==> src/hdl/wsm_pkg.sv <==
// shared types, constants and helper functions for the wildcard name matcher
`timescale 1ns / 1ps
`default_nettype none
package wsm_pkg;

    localparam int PAT_LEN = 32;
    localparam int IDX_W   = $clog2(PAT_LEN);
    localparam int LEN_W   = $clog2(PAT_LEN + 1);
    localparam int POS_W   = PAT_LEN + 1;

    localparam logic [7:0] STAR_CODE   = 8'h2A;
    localparam logic [7:0] LOWER_A     = 8'h61;
    localparam logic [7:0] LOWER_Z     = 8'h7A;
    localparam logic [7:0] UPPER_A     = 8'h41;
    localparam logic [7:0] UPPER_Z     = 8'h5A;
    localparam logic [7:0] CASE_OFFSET = LOWER_A - UPPER_A;

    typedef enum logic [1:0] {
        OP_CLEAR  = 2'd0,
        OP_APPEND = 2'd1,
        OP_NAME   = 2'd2,
        OP_END    = 2'd3
    } op_t;

    typedef logic [PAT_LEN-1:0][7:0] pat_chars_t;

    // pattern status seen by the live tracker
    typedef struct packed {
        logic [PAT_LEN-1:0] used_mask;
        logic [PAT_LEN-1:0] star_mask;
        logic [LEN_W-1:0]   length;
        logic               overflow;
    } pat_status_t;

    // one command as applied to the matcher state
    typedef struct packed {
        logic       valid;
        op_t        op;
        logic [7:0] fchar;
    } live_cmd_t;

    // upper-case ascii letters, leave everything else alone
    function automatic logic [7:0] fold_case(input logic [7:0] c);
        logic [7:0] r;
        r = c;
        if (c >= LOWER_A && c <= LOWER_Z)
        begin
            r = c - CASE_OFFSET;
        end
        return r;
    endfunction

    // spread live positions forward across runs of stars with one carry chain:
    // a carry into bit j means some live star position k < j has stars up to j
    function automatic logic [POS_W-1:0] star_closure(
        input logic [POS_W-1:0]   live,
        input logic [PAT_LEN-1:0] star_mask
    );
        logic [POS_W:0] a;
        logic [POS_W:0] b;
        logic [POS_W:0] carries;
        a       = {2'b00, star_mask};
        b       = {1'b0, live} & a;
        carries = (a + b) ^ a ^ b;
        return live | carries[POS_W-1:0];
    endfunction

endpackage
`default_nettype wire

==> src/hdl/wsm_if.sv <==
// valid/ready channel interfaces for commands and match results
`timescale 1ns / 1ps
`default_nettype none
interface wsm_cmd_if;
    logic       valid;
    logic       ready;
    logic [1:0] opcode;
    logic [7:0] char_code;

    modport source (output valid, output opcode, output char_code, input ready);
    modport sink (input valid, input opcode, input char_code, output ready);
endinterface

interface wsm_res_if;
    logic valid;
    logic ready;
    logic matched;
    logic pattern_overflow;

    modport source (output valid, output matched, output pattern_overflow, input ready);
    modport sink (input valid, input matched, input pattern_overflow, output ready);
endinterface
`default_nettype wire

==> src/hdl/wsm_pattern.sv <==
// pattern store: folded characters, star and used masks, length and overflow flag
`timescale 1ns / 1ps
`default_nettype none
module wsm_pattern (
    input  wire logic                          clk,
    input  wire logic                          rst_n,
    input  wire wsm_pkg::live_cmd_t            cmd,
    input  wire logic [7:0]                    raw_char,
    output wsm_pkg::pat_chars_t                chars,
    output wsm_pkg::pat_status_t               status,
    output logic [wsm_pkg::PAT_LEN-1:0]        star_next
);

    wsm_pkg::pat_chars_t                chars_reg;
    wsm_pkg::pat_status_t               status_reg;
    wsm_pkg::pat_status_t               status_next;
    logic                               room;
    logic                               do_write;
    logic [wsm_pkg::IDX_W-1:0]          wr_idx;

    assign room     = status_reg.length < wsm_pkg::LEN_W'(wsm_pkg::PAT_LEN);
    assign do_write = cmd.valid && (cmd.op == wsm_pkg::OP_APPEND) && room;
    assign wr_idx   = status_reg.length[wsm_pkg::IDX_W-1:0];

    always_comb
    begin
        status_next = status_reg;
        if (cmd.valid)
        begin
            unique case (cmd.op)
                wsm_pkg::OP_CLEAR:
                begin
                    status_next = '0;
                end
                wsm_pkg::OP_APPEND:
                begin
                    if (room)
                    begin
                        status_next.used_mask[wr_idx] = 1'b1;
                        status_next.star_mask[wr_idx] = (raw_char == wsm_pkg::STAR_CODE);
                        status_next.length = status_reg.length + wsm_pkg::LEN_W'(1);
                    end
                    else
                    begin
                        status_next.overflow = 1'b1;
                    end
                end
                default:
                begin
                    status_next = status_reg;
                end
            endcase
        end
    end

    always_ff @(posedge clk or negedge rst_n)
    begin
        if (!rst_n)
        begin
            status_reg <= '0;
        end
        else
        begin
            status_reg <= status_next;
        end
    end

    // character bytes need no reset, only entries below length are used
    always_ff @(posedge clk)
    begin
        if (do_write)
        begin
            chars_reg[wr_idx] <= cmd.fchar;
        end
    end

    assign chars     = chars_reg;
    assign status    = status_reg;
    assign star_next = status_next.star_mask;

endmodule
`default_nettype wire

==> src/hdl/wsm_live.sv <==
// live position vector: advance on a name byte, re-arm on every other command
`timescale 1ns / 1ps
`default_nettype none
module wsm_live (
    input  wire logic                          clk,
    input  wire logic                          rst_n,
    input  wire wsm_pkg::live_cmd_t            cmd,
    input  wire wsm_pkg::pat_chars_t           chars,
    input  wire wsm_pkg::pat_status_t          status,
    input  wire logic [wsm_pkg::PAT_LEN-1:0]   star_next,
    output logic [wsm_pkg::POS_W-1:0]          live
);

    logic [wsm_pkg::POS_W-1:0]   live_reg;
    logic [wsm_pkg::POS_W-1:0]   live_next;
    logic [wsm_pkg::PAT_LEN-1:0] hit_mask;
    logic [wsm_pkg::POS_W-1:0]   stepped;
    logic [wsm_pkg::POS_W-1:0]   armed;

    // positions whose literal byte equals the incoming name byte
    always_comb
    begin
        for (int i = 0; i < wsm_pkg::PAT_LEN; i++)
        begin
            hit_mask[i] = status.used_mask[i] && !status.star_mask[i]
                          && (chars[i] == cmd.fchar);
        end
    end

    // a star keeps its position, a matching literal moves one on
    assign stepped = ({1'b0, live_reg[wsm_pkg::PAT_LEN-1:0] & status.star_mask})
                   | ({live_reg[wsm_pkg::PAT_LEN-1:0] & hit_mask, 1'b0});

    assign armed = wsm_pkg::star_closure(wsm_pkg::POS_W'(1), star_next);

    always_comb
    begin
        live_next = live_reg;
        if (cmd.valid)
        begin
            if (cmd.op == wsm_pkg::OP_NAME)
            begin
                live_next = wsm_pkg::star_closure(stepped, status.star_mask);
            end
            else
            begin
                live_next = armed;
            end
        end
    end

    always_ff @(posedge clk or negedge rst_n)
    begin
        if (!rst_n)
        begin
            live_reg <= wsm_pkg::POS_W'(1);
        end
        else
        begin
            live_reg <= live_next;
        end
    end

    assign live = live_reg;

endmodule
`default_nettype wire

==> src/hdl/wildcard_star_name_match_core.sv <==
// top level of the star-only wildcard name matcher
`timescale 1ns / 1ps
`default_nettype none
// Case-insensitive wildcard matcher where only '*' is special (any run of bytes,
// including none; a run of stars acts as one star). Load a pattern with a clear
// transfer followed by append transfers, then stream a name as name-byte
// transfers and finish with an end-of-name transfer, which alone produces a
// result (matched, pattern_overflow) and re-arms the matcher. Up to 32 pattern
// bytes are kept; further appends set pattern_overflow and force matched low
// until the next clear. An append in the middle of a name drops the partial
// name. Each command is registered on accept and applied to the pattern store
// and the bit-parallel live position vector in the next cycle unless an end of
// name must wait for the result register, so one transfer per cycle is sustained
// while nothing stalls. The result sits in an output register; while it waits,
// commands other than end of name keep flowing and only a second end of name
// stalls. After reset the pattern is empty.
module wildcard_star_name_match_core (
    input  wire logic clk,
    input  wire logic rst_n,
    wsm_cmd_if.sink   cmd,
    wsm_res_if.source res
);

    // input register
    logic             s1_valid_reg;
    wsm_pkg::op_t     s1_op_reg;
    logic [7:0]       s1_char_reg;
    logic             s1_fire;

    // result register
    logic             res_valid_reg;
    logic             res_matched_reg;
    logic             res_ovf_reg;

    wsm_pkg::live_cmd_t               apply_cmd;
    wsm_pkg::pat_chars_t              chars;
    wsm_pkg::pat_status_t             status;
    logic [wsm_pkg::PAT_LEN-1:0]      star_next;
    logic [wsm_pkg::POS_W-1:0]        live;
    logic                             end_hit;

    // an end of name needs a free result slot, everything else goes straight on
    assign s1_fire = s1_valid_reg
                   && ((s1_op_reg != wsm_pkg::OP_END) || !res_valid_reg || res.ready);
    assign cmd.ready = !s1_valid_reg || s1_fire;

    always_ff @(posedge clk or negedge rst_n)
    begin
        if (!rst_n)
        begin
            s1_valid_reg <= 1'b0;
        end
        else if (cmd.valid && cmd.ready)
        begin
            s1_valid_reg <= 1'b1;
        end
        else if (s1_fire)
        begin
            s1_valid_reg <= 1'b0;
        end
    end

    always_ff @(posedge clk)
    begin
        if (cmd.valid && cmd.ready)
        begin
            s1_op_reg   <= wsm_pkg::op_t'(cmd.opcode);
            s1_char_reg <= cmd.char_code;
        end
    end

    assign apply_cmd.valid = s1_fire;
    assign apply_cmd.op    = s1_op_reg;
    assign apply_cmd.fchar = wsm_pkg::fold_case(s1_char_reg);

    wsm_pattern u_pattern (
        .clk       (clk),
        .rst_n     (rst_n),
        .cmd       (apply_cmd),
        .raw_char  (s1_char_reg),
        .chars     (chars),
        .status    (status),
        .star_next (star_next)
    );

    wsm_live u_live (
        .clk       (clk),
        .rst_n     (rst_n),
        .cmd       (apply_cmd),
        .chars     (chars),
        .status    (status),
        .star_next (star_next),
        .live      (live)
    );

    // the name matched when the end of the pattern is live
    assign end_hit = live[status.length];

    always_ff @(posedge clk or negedge rst_n)
    begin
        if (!rst_n)
        begin
            res_valid_reg <= 1'b0;
        end
        else if (s1_fire && (s1_op_reg == wsm_pkg::OP_END))
        begin
            res_valid_reg <= 1'b1;
        end
        else if (res.ready)
        begin
            res_valid_reg <= 1'b0;
        end
    end

    always_ff @(posedge clk)
    begin
        if (s1_fire && (s1_op_reg == wsm_pkg::OP_END))
        begin
            res_matched_reg <= end_hit && !status.overflow;
            res_ovf_reg     <= status.overflow;
        end
    end

    assign res.valid            = res_valid_reg;
    assign res.matched          = res_matched_reg;
    assign res.pattern_overflow = res_ovf_reg;

    // overflow can only be flagged once the store is full
    a_ovf_full: assert property (@(posedge clk) disable iff (!rst_n)
        status.overflow |-> (status.length == wsm_pkg::LEN_W'(wsm_pkg::PAT_LEN)))
        else $error("overflow flagged with room left in the pattern store");

    // no live position beyond the end of the pattern
    a_live_bound: assert property (@(posedge clk) disable iff (!rst_n)
        ((live & ~{status.used_mask, 1'b1}) == '0))
        else $error("live position beyond pattern length");

    // a clear leaves an empty pattern with only the start position live
    a_clear: assert property (@(posedge clk) disable iff (!rst_n)
        (s1_fire && (s1_op_reg == wsm_pkg::OP_CLEAR))
        |=> ((status.length == '0) && (live == wsm_pkg::POS_W'(1)) && !status.overflow))
        else $error("clear did not empty the pattern");

    // a result never claims a match on an overflowed pattern
    a_res_ovf: assert property (@(posedge clk) disable iff (!rst_n)
        res_valid_reg |-> !(res_matched_reg && res_ovf_reg))
        else $error("match reported with overflowed pattern");

endmodule
`default_nettype wire
==> src/flat_wrapper.sv <==
// flat-port wrapper written by rule: the top's interface ports become plain ports
module wildcard_star_name_match_core_flat 
  (clk, rst_n, cmd_valid, cmd_opcode, cmd_char_code, cmd_ready, res_valid, res_matched, res_pattern_overflow, res_ready);
  wsm_cmd_if cmd_i ();
  wsm_res_if res_i ();
  input  wire logic clk;
  input  wire logic rst_n;
  input wire logic [$bits(cmd_i.valid)-1:0] cmd_valid;
  input wire logic [$bits(cmd_i.opcode)-1:0] cmd_opcode;
  input wire logic [$bits(cmd_i.char_code)-1:0] cmd_char_code;
  output wire logic [$bits(cmd_i.ready)-1:0] cmd_ready;
  output wire logic [$bits(res_i.valid)-1:0] res_valid;
  output wire logic [$bits(res_i.matched)-1:0] res_matched;
  output wire logic [$bits(res_i.pattern_overflow)-1:0] res_pattern_overflow;
  input wire logic [$bits(res_i.ready)-1:0] res_ready;
  assign cmd_i.valid = cmd_valid;
  assign cmd_i.opcode = cmd_opcode;
  assign cmd_i.char_code = cmd_char_code;
  assign cmd_ready = cmd_i.ready;
  assign res_valid = res_i.valid;
  assign res_matched = res_i.matched;
  assign res_pattern_overflow = res_i.pattern_overflow;
  assign res_i.ready = res_ready;
  wildcard_star_name_match_core u_core (.clk(clk), .rst_n(rst_n), .cmd(cmd_i), .res(res_i));
endmodule
==> config.mk <==
export PLATFORM = sky130hd
export DESIGN_NAME = wildcard_star_name_match_core_flat
export DESIGN_NICKNAME = d
export VERILOG_FILES = /design/src/hdl/wsm_pkg.sv /design/src/hdl/wsm_if.sv /design/src/hdl/wsm_pattern.sv /design/src/hdl/wsm_live.sv /design/src/hdl/wildcard_star_name_match_core.sv /design/src/flat_wrapper.sv
export SDC_FILE = /design/constraint.sdc
export NUM_CORES = 1
export LEC_CHECK = 0
export BUFFER_PORTS_ARGS = -buffer_cell sky130_fd_sc_hd__buf_2
export CORE_MARGIN = 4
export CORE_UTILIZATION = 35
export CTS_BUF_LIST = sky130_fd_sc_hd__clkbuf_4 sky130_fd_sc_hd__clkbuf_8
export CTS_CLUSTER_SIZE = 14
export DETAILED_ROUTE_END_ITERATION = 7
export GPL_TIMING_DRIVEN = 0
export SLEW_MARGIN = 20
export SYNTH_ARGS = -nofsm -noshare
export SYNTH_HDL_FRONTEND = slang
export SYNTH_SLANG_ARGS = --single-unit
==> constraint.sdc <==
create_clock -name clk -period 9.97 [get_ports clk]
set_clock_uncertainty 0.1 [all_clocks]
set_input_delay 1.4955 -clock clk [delete_from_list [all_inputs] [get_ports clk]]
set_output_delay 1.4955 -clock clk [all_outputs]
set_load 0.01 [all_outputs]
======== Yosys cells after proc, flatten, opt, wreduce, memory -nomap -nowiden ========
Index checks and enable logic that the tools add are counted.
storage, ports and cells
  bits in registers ....................... 374
  word-level logic and storage cells ...... 236
operators by class
  add/subtract/negate cells ............... 4
  magnitude comparators ................... 6
  equal/unequal tests ..................... 39
  multiplexer cells ....................... 18
  bitwise logic cells ..................... 10
  reduce and logical (&&, ||, !) cells .... 116
operator list
  kind                  number
  $bwmux W256           1
  $eq A8 B8 Y1          32
  $pmux W71 S2          1
  $logic_and A1 B1 Y1   72
  $mux W70              1
  $xor A33 B32 Y33      2
  $and A32 B32 Y32      2
  $demux W8 S5          1
  $mux W39              1
  $logic_not A1 Y1      35
  $add A32 B1 Y33       1
  $add A32 B33 Y33      1
  $and A33 B32 Y33      1
  $mux W33              1
  $or A32 B33 Y33       1
  $or A33 B33 Y33       1
  $xor A33 B1 Y33       1
  $xor A33 B33 Y33      1
  $bwmux W32            1
  $or A32 B32 Y32       1
  $mux W8               2
  $eq A8 B6 Y1 const B  1
  $ge A8 B7 Y1 const B  1
  $le A8 B7 Y1 const B  1
  16 further kinds      30

======== Longest topological paths before layout ========
  depth in word-level cells ............... 13
  depth in mapped cells ................... 18
  mapped depth without buffers ............ 13

======== Modules after synthesis ========
Synthesis repeated with hierarchy kept, for this count alone.
unflattened totals
  cells, all modules ...................... 1588
  area, all modules ....................... 19039.5 um2
modules (own cells, without submodules)
  module                         times used  cells an instance  area an instance (um2)  seq. area each (um2)
  wsm_pattern                    1           598                11159.5                 9464.1
  wsm_live                       1           910                6959.2                  827.0
  wildcard_star_name_match_core  1           80                 920.9                   410.4

======== Worst setup path before layout ========
No wires, ideal clock.
  path kind ............................... register to register
  from .................................... register u_core.s1_char_reg[6]
  to ...................................... register u_core.u_live.live_reg (netlist bit u_core.u_live.live[30])
  library setup time ...................... 0.094 ns
  arrival time ............................ 4.177 ns
  data required time ...................... 9.776 ns
  slack ................................... 5.599 ns
  stages on the path, launching flop included .. 17
  buffers on the path ..................... 3
  period minus slack after synthesis ...... 4.371 ns
  path through ............................ edfxtp_1 -> buf_4 -> inv_1 -> clkbuf_1 -> clkbuf_1 -> ha_1 -> and3_1 -> o22ai_4 -> nor2_2 -> xnor2_1 -> a41oi_1 -> o21a_1 -> nor3_1 -> o211ai_2 -> a31oi_4 -> o211ai_1 -> a221oi_2
RTL lines
  item                    line                                 RTL
  from (decl)             wildcard_star_name_match_core.sv:27  logic [7:0] s1_char_reg;
  from (signal assigned)  wildcard_star_name_match_core.sv:68  s1_char_reg <= cmd.char_code;
  to (signal assigned)    wsm_live.sv:56                       live_reg <= wsm_pkg::POS_W'(1);
  to (signal assigned)    wsm_live.sv:60                       live_reg <= live_next;
  to (decl)               wsm_live.sv:14                       logic [wsm_pkg::POS_W-1:0] live_reg;

======== Final worst setup path ========
  from .................................... register u_core.s1_char_reg[6]
  to ...................................... register u_core.u_live.live_reg (netlist bit u_core.u_live.live[26])
on the way
  word-level cells in the longest chain between the ends .. 13
ends and longest elaborated chain
  item                                          line            RTL
  $ge A8 B7 Y1 or $le A8 B7 Y1 (tied branches)  wsm_pkg.sv:46   if (c >= LOWER_A && c <= LOWER_Z)
  $logic_and A1 B1 Y1                           wsm_pkg.sv:46
  $mux W8                                       wsm_pkg.sv:46
  $eq A8 B8 Y1                                  wsm_live.sv:26  && (chars[i] == cmd.fchar);
  $logic_and A1 B1 Y1                           wsm_live.sv:26
  $and A32 B32 Y32                              wsm_live.sv:32  | ({live_reg[wsm_pkg::PAT_LEN-1:0] & hit_mask, 1'b0});
  $or A32 B33 Y33                               wsm_live.sv:32
  $and A33 B32 Y33                              wsm_pkg.sv:63   b = {1'b0, live} & a;
  $add A32 B33 Y33                              wsm_pkg.sv:64   carries = (a + b) ^ a ^ b;
  $xor A33 B32 Y33                              wsm_pkg.sv:64
  $xor A33 B33 Y33                              wsm_pkg.sv:64
  $or A33 B33 Y33                               wsm_pkg.sv:65   return live | carries[POS_W-1:0];
  $mux W33 (*)                                  wsm_live.sv:41  if (cmd.op == wsm_pkg::OP_NAME)
Every way passes the cells marked *; elsewhere a longest branch is shown, timed or not. The select of a mux whose other input is x is not followed.
A chain may end at the register's enable or synchronous reset.

==> impl_metrics.py <==
metrics = {
    "clock_tree": {
        "clock_sinks": 374,
        "cts-resized-gates": 0,
        "cts_max_level": 3,
        "cts_tree": "built",
        "clkTransAtPathRegs_ps": 60,
        "clockBufferDepth": 3,
        "cts_buffers": 70,
        "post-cts-setup-buffer-count": 0,
        "worstSkewPairLatency_ps": 650,
        "cts_root_buf": "clkbuf_8",
        "holdBufCountCts": 0,
    },
    "synthesis": {
        "avgSynthCellArea_um2": 11.0,
        "synth.largest_area_cell": "edfxtp_1",
        "ys.flop_type": "edfxtp_1",
        "synthTopCellsByCount": "edfxtp_1 (268), xnor2_1 (127), nand2_1 (125), nor2_1 (124), o21ai_0 (122)",
        "ys_warn_count": 0,
        "syn_inst": 1800,
        "synth-edff-count": 268,
        "netlist.area_leader.share_pct": 40.6,
        "syn-cell-area_um2": 19800,
        "async_reset_ff_share_pct": 28.3,
        "synth_fp_nets": 1821,
        "ys_top_cells_by_area": "edfxtp_1 (41%), dfrtp_1 (13%), xnor2_1 (5.6%)",
        "synth_most_common_cell": "edfxtp_1",
        "ys_seq_area_share_pct": 53.9,
        "synth_cell_types": 105,
        "ys_ff_latch": 374,
    },
    "place": {
        "io_buffers": 17,
        "gp_congestion": 0.982,
        "hpwlAfterDp_um": 54800,
    },
    "route": {
        "routed_wl_um": 74700,
        "dr.first_iter.drc_count": 2058,
        "drtAntennaViolNets": 0,
        "avgRoutedWirePerCell_um": 27.5,
        "via_per_inst": 6.01,
        "drt_pass1_iterations": 7,
        "drc": 0,
        "vias": 16300,
    },
    "run_status": {
        "status": "finished clean",
    },
    "hold_path": {
        "min_from": "u_core.u_pattern.status[50]$_DFFE_PN0P_",
        "hp-class": "reg -> reg",
    },
    "layout": {
        "largest_register_ffs": 256,
        "drive_above_1_share_pct": 12.5,
        "nets": 1925,
        "utilization_pct": 40.2,
        "fillers": 5461,
        "syn_to_final_growth_pct": 14.1,
        "n_antenna_cell": 0,
    },
    "worst_setup_path": {
        "critPathKind": "reg -> reg",
        "crit_chain": "buf_4 -> inv_1 -> clkbuf_1 -> clkbuf_1 -> ha_1 -> nand2b_1 -> clkbuf_1 -> clkbuf_1 -> o2111ai_1 -> nor4_1 -> o21ai_0 -> o311ai_0 -> o311ai_0 -> a21oi_1 -> a31oi_4 -> o21ai_1 -> a31oi_1",
        "crit_path_max_incr_delay_ps": 860,
        "path_buf_inv": 6,
        "worst_ep_required_time_ps": 10370,
        "path_common_cell": "clkbuf_1",
        "start_kind": "flop",
        "path_delay_family": "buffers and inverters",
        "critical_path.slowest_cell": "o311ai_0",
        "cp-end-kind": "flop",
        "critPathLaunch": "u_core.s1_char_reg[6]$_DFFE_PP_",
        "arrival_ps": 7530,
        "reg2reg_from": "u_core.s1_char_reg[6]$_DFFE_PP_",
        "crit_fanout": 10,
    },
    "pwr": {
        "p_leak_uw": 0.00774,
        "ir_drop_uv": 81.3,
        "powerDensity_nw_per_um2": 163,
    },
    "timing": {
        "post-route-period-util_pct": 71.5,
        "slew-limit-headroom_pct": 20.6,
        "post-route-min-period_ps": 7130,
        "slew_violations": 0,
        "rsz0062_at_grt": "false",
        "finalSetupViolations": 0,
        "hold_viol_final": 0,
        "worstMarginPinSlew_ps": 1180,
        "setup-tns-final_ps": 0,
        "max_freq_mhz": 140,
    },
    "global_route": {
        "antenna_found_initial": 0,
        "grt_max_degree": 56,
        "grt_pass1_wl_um": 108000,
        "gr-total-overflow": 0,
        "grt_pass1_vias": 15600,
        "track_usage_pct": 24.4,
    },
    "floorplan": {
        "start_util_pct": 35.3,
        "dieWidth_um": 246,
        "die_h_um": 246,
        "dieArea_um2": 60600,
        "io_pins": 18,
        "core_area_um2": 56300,
        "row_count": 87,
    },
    "run": {
        "maxCapViolations": 0,
    },
}
-- cell usage in the layout (no fill, tap or decap), types with 22 or more instances in the layout --
cell and instances:
clkbuf_8 79, nor4_1 24, dfrtp_1 105, a21oi_1 71, buf_2 39, nor2_1 123, nand4_1 34, or3_1 22
nand2_1 125, o21ai_0 122, and3_1 25, xor2_1 67, o2111ai_1 30, a31oi_1 40, nand3_1 51, xnor2_1 127
inv_1 61, edfxtp_1 268, nor3_1 41, clkbuf_1 58
-- report_power, final --
part / internal, uW / total [uW] / switching, uW
combinational: 108 / 369 / 262
sequential: 1700 / 1730 / 29.6
clock: 907 / 1600 / 693
total: 2710 / 3700 / 984
-- layout make-up --
class / instances / area (um^2) / area share, %
repair buffers: 32 / 340 / 1.50
multi-input cells: 1263 / 8460 / 37.4
inverters: 63 / 241 / 1.07
clock buffers: 100 / 1240 / 5.50
flip-flops and latches: 374 / 10700 / 47.3
well taps: 756 / 946 / 4.18
clock inverters: 26 / 221 / 0.978
plain buffers: 100 / 478 / 2.11
-- tightest hold or removal path, cell delays in order (launching register included) --
cell and delay (ps):
dfrtp_1 340, a31oi_1 40, nor2_1 70
-- through the flow --
| stage | power, uW | cells | hold slack [ps] | setup WS [ps] | area, um^2 |
|---|---|---|---|---|---|
| global route | 3810 | 2714 | 412 | 2640 | 22600 |
| CTS | 3710 | 2714 | 391 | 3070 | 22600 |
| global placement | 2110 | 2573 | 366 | 3030 | 20900 |
| finish | 3700 | 2714 | 393 | 2840 | 22600 |
| detailed placement | 2120 | 2588 | 376 | 3070 | 21200 |
| floorplan | 1950 | 1800 | 349 | 5600 | 19800 |
-- kinds of logic (layout without fill, tap and decap cells) --
| kind of cell | Yosys count | count (layout) | synth area share, % |
|---|---|---|---|
| xor gates and xnor gates | 194 | 194 | 8.56 |
| AOI/OAI and AO/OA | 501 | 501 | 17.8 |
| muxes | 14 | 14 | 1.23 |
| adders and majority gates | 7 | 7 | 0.441 |
| buffers and inverters | 163 | 321 | 3.63 |
| DFF | 374 | 374 | 53.9 |
| and+or+nand+nor | 547 | 547 | 14.4 |
-- per-layer routing --
| layer | routed length [um] | up-vias | track usage (%) |
|---|---|---|---|
| met1 | 32600 | 8159 | 34.6 |
| met4 | 3190 | 0 | 10.1 |
| li1 | - | 7078 | - |
| met5 | 0 | - | 0 |
| met3 | 6580 | 176 | 4.83 |
| met2 | 32300 | 895 | 36.4 |
-- worst paths after layout --
path	end	slack [ps]	cells after the start
max	u_core.u_live.live[26]$_DFFE_PN0P_	2840	17
min	u_core.u_pattern.status[50]$_DFFE_PN0P_	390	2
max reg2reg	u_core.u_live.live[26]$_DFFE_PN0P_	2840	17
min reg2reg	u_core.u_pattern.status[50]$_DFFE_PN0P_	390	2
max in group asynchronous	u_core.u_live.live[0]$_DFFE_PN1P_	8360	2
min in group asynchronous	u_core.s1_valid_reg$_DFFE_PN0P_	690	1
Power figures use the tool's default switching activity.
